### config.mk
export PLATFORM = sky130hd
export DESIGN_NAME = csv_to_space_separated_converter_top
export DESIGN_NICKNAME = d
export VERILOG_FILES = /design/src/design/csv2ss_pkg.sv /design/src/design/csv2ss_parse.sv /design/src/design/csv2ss_outbuf.sv /design/src/design/csv_to_space_separated_converter_top.sv
export SDC_FILE = /design/constraint.sdc
export NUM_CORES = 1
export LEC_CHECK = 0
export BUFFER_PORTS_ARGS = -buffer_cell sky130_fd_sc_hd__buf_2
export CORE_MARGIN = 1
export CORE_UTILIZATION = 50
export CTS_BUF_LIST = sky130_fd_sc_hd__clkbuf_8
export DETAILED_ROUTE_END_ITERATION = 10
export PLACE_DENSITY_LB_ADDON = 0.12
export SYNTH_ARGS = -nofsm -noshare
export SYNTH_HDL_FRONTEND = slang
export SYNTH_SLANG_ARGS = --single-unit
### constraint.sdc
create_clock -name clk_i -period 2.9 [get_ports clk_i]
set_clock_uncertainty 0.05 [all_clocks]
set_input_delay 0.58 -clock clk_i [delete_from_list [all_inputs] [get_ports clk_i]]
set_output_delay 0.58 -clock clk_i [all_outputs]
set_load 0.05 [all_outputs]
### src/design/csv2ss_pkg.sv
// Package for the CSV to space-separated converter.
// Holds the word types, the character constants and the parse state codes.
// No dependencies.
package csv2ss_pkg;

  typedef struct packed {
    logic [7:0] in_byte;
    logic       end_of_buffer;
  } in_word_t;

  typedef struct packed {
    logic [7:0] out_byte;
    logic       last_of_run;
  } out_word_t;

  // Bytes produced by one input word: count (0 to 2) and the bytes in order
  typedef struct packed {
    logic [1:0] cnt;
    logic [7:0] b0;
    logic [7:0] b1;
  } parse_res_t;

  localparam logic [7:0] CH_AT     = 8'h40;
  localparam logic [7:0] CH_UNDER  = 8'h5F;
  localparam logic [7:0] CH_BSLASH = 8'h5C;
  localparam logic [7:0] CH_SPACE  = 8'h20;
  localparam logic [7:0] CH_COMMA  = 8'h2C;
  localparam logic [7:0] CH_QUOTE  = 8'h22;
  localparam logic [7:0] CH_NL     = 8'h0A;

  localparam logic [1:0] ST_BETWEEN = 2'd0;
  localparam logic [1:0] ST_PLAIN   = 2'd1;
  localparam logic [1:0] ST_QUOTED  = 2'd2;
  localparam logic [1:0] ST_QSEEN   = 2'd3;

endpackage

### src/design/csv2ss_parse.sv
// Field parser: state and flag registers plus the decode of one input word
// into zero, one or two output bytes. Depends on csv2ss_pkg.
module csv2ss_parse import csv2ss_pkg::*; (
  input  logic       clk_i,
  input  logic       rst_ni,
  input  logic       advance_i,
  input  in_word_t   word_i,
  output parse_res_t res_o
);

  logic [1:0] state_q, state_d;
  logic       flag_q, flag_d;

  function automatic parse_res_t push(parse_res_t r, logic [7:0] b);
    parse_res_t t;
    t = r;
    if (r.cnt == 2'd0) begin
      t.b0 = b;
    end else begin
      t.b1 = b;
    end
    t.cnt = r.cnt + 2'd1;
    return t;
  endfunction

  // Escape field text: space to underscore, backslash before '_' and '@'
  function automatic parse_res_t push_text(parse_res_t r, logic [7:0] b);
    parse_res_t t;
    t = r;
    if (b == CH_SPACE) begin
      t = push(t, CH_UNDER);
    end else if (b == CH_UNDER || b == CH_AT) begin
      t = push(t, CH_BSLASH);
      t = push(t, b);
    end else begin
      t = push(t, b);
    end
    return t;
  endfunction

  always_comb begin
    logic       handled;
    logic [7:0] b;
    b       = word_i.in_byte;
    res_o   = '0;
    state_d = state_q;
    flag_d  = flag_q;
    handled = 1'b0;

    // Resolve a pending quote first
    if (state_d == ST_QSEEN) begin
      if (b == CH_COMMA) begin
        res_o   = push(res_o, CH_SPACE);
        flag_d  = 1'b0;
        state_d = ST_BETWEEN;
        handled = 1'b1;
      end else if (b == CH_QUOTE) begin
        res_o   = push(res_o, CH_QUOTE);
        flag_d  = 1'b1;
        state_d = ST_QUOTED;
        handled = 1'b1;
      end else begin
        state_d = ST_QUOTED;
      end
    end

    if (!handled) begin
      if (b == CH_NL) begin
        if (!flag_d) begin
          res_o = push(res_o, CH_AT);
        end
        res_o   = push(res_o, CH_NL);
        state_d = ST_BETWEEN;
        flag_d  = 1'b1;
      end else begin
        case (state_d)
          ST_BETWEEN: begin
            if (b == CH_COMMA) begin
              res_o = push(res_o, CH_AT);
            end else if (b == CH_QUOTE) begin
              state_d = ST_QUOTED;
            end else begin
              state_d = ST_PLAIN;
              res_o   = push_text(res_o, b);
              flag_d  = 1'b1;
            end
          end
          ST_PLAIN: begin
            if (b == CH_COMMA) begin
              state_d = ST_BETWEEN;
            end else begin
              res_o  = push_text(res_o, b);
              flag_d = 1'b1;
            end
          end
          default: begin
            if (b == CH_QUOTE) begin
              state_d = word_i.end_of_buffer ? ST_BETWEEN : ST_QSEEN;
            end else begin
              res_o  = push_text(res_o, b);
              flag_d = 1'b1;
            end
          end
        endcase
        // Field end: terminate with a space
        if (state_d == ST_BETWEEN) begin
          res_o  = push(res_o, CH_SPACE);
          flag_d = 1'b0;
        end
      end
    end

    if (word_i.end_of_buffer) begin
      state_d = ST_BETWEEN;
      flag_d  = 1'b0;
    end
  end

  always_ff @(posedge clk_i or negedge rst_ni) begin
    if (!rst_ni) begin
      state_q <= ST_BETWEEN;
      flag_q  <= 1'b0;
    end else if (advance_i) begin
      state_q <= state_d;
      flag_q  <= flag_d;
    end
  end

endmodule

### src/design/csv2ss_outbuf.sv
// Two-entry result buffer that hands out the bytes of each loaded result one at a time.
// Depends on csv2ss_pkg.
module csv2ss_outbuf import csv2ss_pkg::*; (
  input  logic       clk_i,
  input  logic       rst_ni,
  input  logic       load_i,
  input  parse_res_t res_i,
  output logic       can_load_o,
  output logic       out_valid_o,
  input  logic       out_ready_i,
  output out_word_t  out_o
);

  logic [1:0] cnt_q, cnt_d;
  logic [7:0] b0_q, b0_d;
  logic [7:0] b1_q, b1_d;
  logic       pop;

  assign out_valid_o       = (cnt_q != 2'd0);
  assign out_o.out_byte    = b0_q;
  assign out_o.last_of_run = (cnt_q == 2'd1);
  assign pop               = out_valid_o && out_ready_i;
  // Room once the last buffered byte leaves this cycle
  assign can_load_o        = (cnt_q == 2'd0) || ((cnt_q == 2'd1) && out_ready_i);

  always_comb begin
    cnt_d = cnt_q;
    b0_d  = b0_q;
    b1_d  = b1_q;
    if (load_i) begin
      cnt_d = res_i.cnt;
      b0_d  = res_i.b0;
      b1_d  = res_i.b1;
    end else if (pop) begin
      cnt_d = cnt_q - 2'd1;
      b0_d  = b1_q;
    end
  end

  always_ff @(posedge clk_i or negedge rst_ni) begin
    if (!rst_ni) begin
      cnt_q <= 2'd0;
    end else begin
      cnt_q <= cnt_d;
    end
  end

  always_ff @(posedge clk_i) begin
    b0_q <= b0_d;
    b1_q <= b1_d;
  end

endmodule

### src/design/csv_to_space_separated_converter_top.sv
// Top level of the CSV to space-separated converter.
// Depends on csv2ss_pkg, csv2ss_parse and csv2ss_outbuf.
//
//   channel | direction | handshake               | word
//   --------+-----------+-------------------------+------------------------------
//   in      | input     | in_valid_i / in_ready_o  | in_byte, end_of_buffer
//   out     | output    | out_valid_o / out_ready_i| out_byte, last_of_run
//
// One input word per cycle while each word yields at most one byte and the output is
// ready; a word that yields two bytes holds the input until both have left the single-byte output port.
// An accepted word passes the input register, then the result buffer, before its first output byte.
// Reset clears the parse state, the flag and both valid stages.
// An output stall fills the result buffer and then the input register.
module csv_to_space_separated_converter_top import csv2ss_pkg::*; (
  input  logic      clk_i,
  input  logic      rst_ni,
  input  logic      in_valid_i,
  output logic      in_ready_o,
  input  in_word_t  in_i,
  output logic      out_valid_o,
  input  logic      out_ready_i,
  output out_word_t out_o
);

  logic       in_valid_q;
  in_word_t   in_q;
  logic       can_load;
  logic       advance;
  parse_res_t res;

  assign advance    = in_valid_q && can_load;
  assign in_ready_o = !in_valid_q || advance;

  always_ff @(posedge clk_i or negedge rst_ni) begin
    if (!rst_ni) begin
      in_valid_q <= 1'b0;
    end else if (in_valid_i && in_ready_o) begin
      in_valid_q <= 1'b1;
    end else if (advance) begin
      in_valid_q <= 1'b0;
    end
  end

  always_ff @(posedge clk_i) begin
    if (in_valid_i && in_ready_o) begin
      in_q <= in_i;
    end
  end

  csv2ss_parse u_parse (
    .clk_i     (clk_i),
    .rst_ni    (rst_ni),
    .advance_i (advance),
    .word_i    (in_q),
    .res_o     (res)
  );

  csv2ss_outbuf u_outbuf (
    .clk_i       (clk_i),
    .rst_ni      (rst_ni),
    .load_i      (advance),
    .res_i       (res),
    .can_load_o  (can_load),
    .out_valid_o (out_valid_o),
    .out_ready_i (out_ready_i),
    .out_o       (out_o)
  );

endmodule
==> Yosys cells after proc, flatten, opt, wreduce, memory -nomap -nowiden <==
Cells that the tools add are included.
{ "classes": {"n_addsub": 5, "n_eq_ne": 9, "mux": 64, "reduce_logical": 18} }
{ "ops": {"columns": ["op", "count"], "rows": [
  ["two-way mux 18 bit", 15],
  ["two-way mux 8 bit", 16],
  ["case mux 18 bit (2 select lines)", 1],
  ["two-way mux 2 bit", 14],
  ["equality test 8 x 6 -> 1 bit (second input constant)", 3],
  ["two-way mux 17 bit", 1],
  ["equality test 8 x 7 -> 1 bit (second input constant)", 2],
  ["two-way mux 1 bit", 15],
  ["logical NOT 2 bit", 7],
  ["adder 2 x 1 -> 2 bit (second input constant)", 4],
  ["equality test 8 x 4 -> 1 bit (second input constant)", 1],
  ["nonzero test 2 bit", 3],
  ["equality test 2 x 1 -> 1 bit (second input constant)", 2],
  ["logical AND 1 bit", 4],
  ["case mux 2 bit (2 select lines)", 1],
  ["logical OR 1 bit", 3],
  ["equality test 2 bit (second input constant)", 1],
  ["case mux 1 bit (2 select lines)", 1],
  ["subtractor 2 x 1 -> 2 bit (second input constant)", 1],
  ["logical NOT 1 bit", 1]
]} }
{ "totals": {"reg_bits": 31, "in_bits": 13, "output_inout_bits": 11, "word_cells": 104} }

==> Longest topological paths before layout <==
{ "depth": {"depth_word": 20, "ltp_mapped": 13, "ltp_nobuf": 12} }

==> Modules after synthesis <==
A second synthesis with hierarchy kept.
{ "hier_totals": {"cells_unflattened": 180, "hier_area_um2": 1969.4} }
{ "by_module_without_submodules": {"columns": ["module", "instances", "cells_per_inst", "area_per_inst_um2", "seq_area_each_um2"], "rows": [
  ["csv2ss_parse", 1, 123, 907.1, 75.1],
  ["csv2ss_outbuf", 1, 43, 732.0, 530.5],
  ["csv_to_space_separated_converter_top", 1, 14, 330.3, 295.3]
]} }

==> Worst setup path after synthesis <==
No wires, ideal clock.
{ "synth_path": {"path_kind": "register -> register", "from": "register in_q[2] in the netlist's numbering", "to": "register u_outbuf.cnt_q[1]", "setup_time_ns": 0.138, "t_arrival_ns": 2.574, "t_required_ns": 2.712, "setup_slack_ns": 0.138, "stages_incl_launch_ff": 14, "n_path_buf": 1, "period_less_slack_ns": 2.762, "path_cell_list": "edfxtp_1 -> buf_4 -> nor3_1 -> a2bb2o_1 -> and3_1 -> inv_2 -> ha_1 -> inv_1 -> a2111o_1 -> o211ai_2 -> ha_1 -> and4_1 -> a311oi_1 -> o221ai_1"} }
{ "synth_between": {"elab_chain_len": 18, "elab_cells_between_ends": 47, "cone_classes": "add/sub: 4; eq/ne: 7; mux: 33; reduce/logical: 3"} }
{ "synth_rtl": {"columns": ["item", "line", "rtl"], "rows": [
  ["start: declaration", "csv_to_space_separated_converter_top.sv:26", "in_word_t in_q;"],
  ["start signal: assignment", "csv_to_space_separated_converter_top.sv:46", "in_q <= in_i;"],
  ["equality test 8 x 6 -> 1 bit", "csv2ss_parse.sv:57, csv2ss_parse.sv:80, csv2ss_parse.sv:97", null],
  ["two-way mux 17 bit", "csv2ss_parse.sv:57", "end else if (b == CH_QUOTE) begin"],
  ["two-way mux 18 bit", "csv2ss_parse.sv:52", "if (b == CH_COMMA) begin"],
  ["two-way mux 18 bit", "csv2ss_parse.sv:51", "if (state_d == ST_QSEEN) begin"],
  ["adder 2 x 1 -> 2 bit (2 in series)", "csv2ss_parse.sv:22", "t.cnt = r.cnt + 2'd1;"],
  ["two-way mux 18 bit", "csv2ss_parse.sv:32", "end else if (b == CH_UNDER || b == CH_AT) begin"],
  ["two-way mux 18 bit", "csv2ss_parse.sv:30", "if (b == CH_SPACE) begin"],
  ["two-way mux 18 bit", "csv2ss_parse.sv:97", "if (b == CH_QUOTE) begin"],
  ["two-way mux 18 bit", "csv2ss_parse.sv:78", "if (b == CH_COMMA) begin"],
  ["case mux 18 bit (2 select lines)", "csv2ss_parse.sv:76", "case (state_d)"],
  ["two-way mux 18 bit", "csv2ss_parse.sv:68", "if (b == CH_NL) begin"],
  ["two-way mux 18 bit", "csv2ss_parse.sv:67", "if (!handled) begin"],
  ["adder 2 x 1 -> 2 bit", "csv2ss_parse.sv:22", null],
  ["two-way mux 18 bit", "csv2ss_parse.sv:106", "if (state_d == ST_BETWEEN) begin"],
  ["two-way mux 18 bit", "csv2ss_parse.sv:68", null],
  ["two-way mux 18 bit (*)", "csv2ss_parse.sv:67", null],
  ["two-way mux 2 bit (*)", "csv2ss_outbuf.sv:30", "if (load_i) begin"],
  ["end signal: assignment", "csv2ss_outbuf.sv:44", "cnt_q <= cnt_d;"],
  ["end: declaration", "csv2ss_outbuf.sv:14", "logic [1:0] cnt_q, cnt_d;"]
]} }
Every way passes the cells marked *; elsewhere a longest branch is shown, timed or not. The select of a mux whose other input is x is not followed.
A chain may end at the register's enable or synchronous reset.

==> Worst setup path after layout <==
{ "layout_path": {"from": "register in_q[4] in the netlist's numbering", "to": "register u_outbuf.cnt_q[1]"} }
The elaborated chain is that of the path after synthesis.

==> flow_metrics.py <==
metrics = {
    "clock_tree": {
        "cts_max_level": 2,
        "clock_path_buffers": 2,
        "numCtsBuffers": 5,
        "root_buffer": "clkbuf_8",
        "clkLatencyLatePin_ps": 280,
        "cts_sinks": 31,
        "clkTransAtPathRegs_ps": 70,
        "cts_tree": "done",
        "ctsHoldBuffers": 0,
    },
    "worst_hold_path": {
        "hold_class": "input port to async pin",
    },
    "route": {
        "detailedRoute.firstIterationViolations": 89,
        "vias": 1596,
        "routed_wl_um": 4260,
        "first_pass_iters": 9,
        "vias_per_cell": 5.78,
        "drtAntennaViolNets": 0,
        "post-route-drc-count": 1,
        "wl_per_cell_um": 15.4,
    },
    "yosys": {
        "synth_top_family_by_area": "simple AND/OR/NAND/NOR gates",
        "ys_warn_count": 0,
        "synth.area.top_cells": "edfxtp_1 39%, dfrtp_1 7.8%, ha_1 5.2%",
        "synth_flop_cell": "edfxtp_1",
        "async_reset_ff_share_pct": 19.4,
        "synth_top_area_share_pct": 39.0,
        "synth_top_area_cell": "edfxtp_1",
        "syn-cell-area_um2": 1930,
        "synth-simple-area-share_pct": 22.4,
        "synth_seq_area_share_pct": 46.8,
        "synth_seq_cells": 31,
        "synth_xor_area_share_pct": 0.455,
        "synth_nets": 204,
        "synth_cells": 183,
        "synth_compound_area_share_pct": 17.5,
        "synth.distinct_cells": 57,
        "muxShareOfSynthArea_pct": 1.10,
        "synthAdderAreaFrac_pct": 5.20,
        "synth_area_per_cell_um2": 10.5,
        "synth_edf_count": 25,
    },
    "global_routing": {
        "grt.total_usage_pct": 21.7,
        "first_global_vias": 1442,
        "grt_pass1_wl_um": 6650,
        "grt_max_degree": 17,
        "gr-total-overflow": 0,
        "antenna_found_initial": 0,
    },
    "critical_path": {
        "critPathMaxStageDelay_ps": 470,
        "r2r_slack_ps": 140,
        "path_cells": "nand4_1 -> a2bb2o_2 -> and3_4 -> inv_2 -> ha_1 -> inv_1 -> a2111o_1 -> o211ai_2 -> ha_1 -> and4_1 -> a311oi_2 -> o221ai_1",
        "cpMaxStageDelayCell": "edfxtp_1",
        "critPathArrivalTime_ps": 2870,
        "critPathRequiredTime_ps": 3010,
        "critPathLaunch": "in_q[4]",
        "worstSetupPathType": "register to register",
        "rr_worst_depth": 12,
        "startpoint_type": "register",
        "timing.rr.end": "u_outbuf.cnt_q[1]",
        "end_kind": "register",
        "path_common_cell": "ha_1",
        "critPathMaxFanout": 7,
        "rr_startpoint": "in_q[4]",
    },
    "outcome": {
        "violations": "design-rule violations",
        "status": "finished, violations left",
    },
    "place": {
        "place_congestion": 0.888,
        "portBuffers": 23,
        "placed_area_um2": 2160,
        "hpwl_um": 2980,
    },
    "timing": {
        "rsz0062_at_grt": "false",
        "setup_violations": 0,
        "hold_viol": 0,
        "max_slew_margin_pct": 64.2,
        "fin_crit_ps": 2760,
        "maxSlewViolCount": 0,
        "fmax_mhz": 363,
        "worst_pin_slew_ps": 534,
        "timing.hold.ws_ps": 60.2,
        "post-route-period-util_pct": 95.1,
    },
    "floorplanning": {
        "row_count": 22,
        "die-width_um": 64.1,
        "dieArea_um2": 4100,
        "die_h_um": 64.1,
        "core_area_um2": 3690,
        "start_util_pct": 52.2,
        "ioPinCount": 24,
    },
    "final_layout": {
        "final_nets": 248,
        "postLayoutCoreUtil_pct": 63.5,
        "fin_area_um2": 2340,
        "diodes": 0,
        "layout-drive-gt1-share_pct": 32.0,
        "syn2layout_area_growth_pct": 21.7,
    },
    "power_and_ir_drop": {
        "powerDensity_nw_per_um2": 930,
        "p_total_mw": 2.18,
        "irDropWorstVdd_uv": 316,
        "p_leak_nw": 0.986,
    },
    "flow_run": {
        "max_cap_violations": 0,
    },
}
## where the power goes
part / internal [mW] / total [mW] / switching [mW]
clock network: 0.251 / 0.409 / 0.158
registers: 0.690 / 0.775 / 0.0854
logic: 0.307 / 0.994 / 0.687
## worst max path at each step
| stage | endpoint | slack, ps | cells past startpoint |
|---|---|---|---|
| after floorplan | u_outbuf.cnt_q[1] | 140 | 13 |
| after global placement | u_outbuf.cnt_q[1] | 160 | 11 |
| after detailed placement | u_outbuf.cnt_q[1] | -7 | 11 |
| after CTS | u_outbuf.cnt_q[1] | 7 | 12 |
| after global routing | u_outbuf.cnt_q[1] | 2 | 12 |
| final | u_outbuf.cnt_q[1] | 140 | 12 |
## cells by family after synthesis
family | after synthesis
adders and majority gates | 8
DFF | 31
xor gates and xnor gates | 1
muxes | 2
AOI/OAI and AO/OA | 46
other | 1
buffers and inverters | 23
and+or+nand+nor | 71
## per-stage QoR
| step | worst slack, ps | setup TNS, ps | cells |
|---|---|---|---|
| global route | 2.37 | 0 | 276 |
| floorplan | 138 | 0 | 183 |
| finish | 143 | 0 | 276 |
| global placement | 163 | 0 | 261 |
| CTS | 6.99 | 0 | 271 |
| detailed placement | -7.25 | -7.25 | 261 |
## worst max-delay path, delay by kind of cell (launching register included)
kind,cells,cell delay [ps]
AO/OA/AOI/OAI,5,980
AND/OR/NAND/NOR,3,520
buffers and inverters,2,90
adder cells (fa/ha/maj),2,530
flip-flops,1,470
## sequential cells by signal, indices dropped and copies added, names as in the netlist
name,flops
in_q,9
in_valid_q,1
u_outbuf.b0_q,8
u_outbuf.b1_q,8
u_outbuf.cnt_q,2
u_parse.flag_q,1
u_parse.state_q,2
## cell usage in the layout (no fill, tap or decap), types with 2 or more instances in the layout
master,Yosys,layout
nand2b_1,2,2
inv_1,11,11
a21oi_1,7,7
edfxtp_1,25,25
and3_1,4,3
clkbuf_8,0,5
o22ai_1,2,2
nor4bb_4,2,2
nand4_1,4,4
o221ai_1,2,2
clkinv_1,1,2
nand3b_1,2,2
nand2_2,3,3
o21ai_0,8,8
ha_1,8,8
nor3_1,8,7
nor2_1,13,12
buf_2,4,23
buf_4,2,24
o31ai_1,2,2
nand2_1,16,16
a21o_1,3,3
a31oi_1,4,4
and2_1,3,3
dfrtp_1,6,6
o21ai_1,4,4
nand3_1,4,4
## area by class of cell
type	count	area, um2
Clock buffer	5	68.8
Clock inverter	3	38.8
Fill cell	298	1350
Inverter	13	48.8
Multi-Input combinational cell	129	931
Sequential cell	31	901
Tap cell	48	60.1
Timing Repair Buffer	47	295
## what timing repair did
action                     CTS  global route
setup endpoints to repair    1             1
gates resized for setup      1             6
pin swaps                    0             2
buffers inserted             2             5
## synthesized netlist by cell type, types with 2 or more instances
master    number
inv_1         11
o21ai_0        8
nor4bb_4       2
a21o_1         3
edfxtp_1      25
nand4_1        4
o221ai_1       2
o31ai_1        2
a21oi_1        7
and2_1         3
a31oi_1        4
and3_1         4
nand2b_1       2
dfrtp_1        6
o22ai_1        2
nand3_1        4
buf_4          2
o21ai_1        4
ha_1           8
nand2_2        3
buf_6          3
nor3_1         8
nand2_1       16
buf_2          4
nor2_1        13
nand3b_1       2
## per-layer routing
| layer | track usage [%] | share of wire, % |
|---|---|---|
| met3 | 5.36 | 5.5 |
| met1 | 27.8 | 44 |
| met5 | 0 | 0 |
| met4 | 10.5 | 2.1 |
| met2 | 34.3 | 48 |
(Power assumes the default switching activity.)
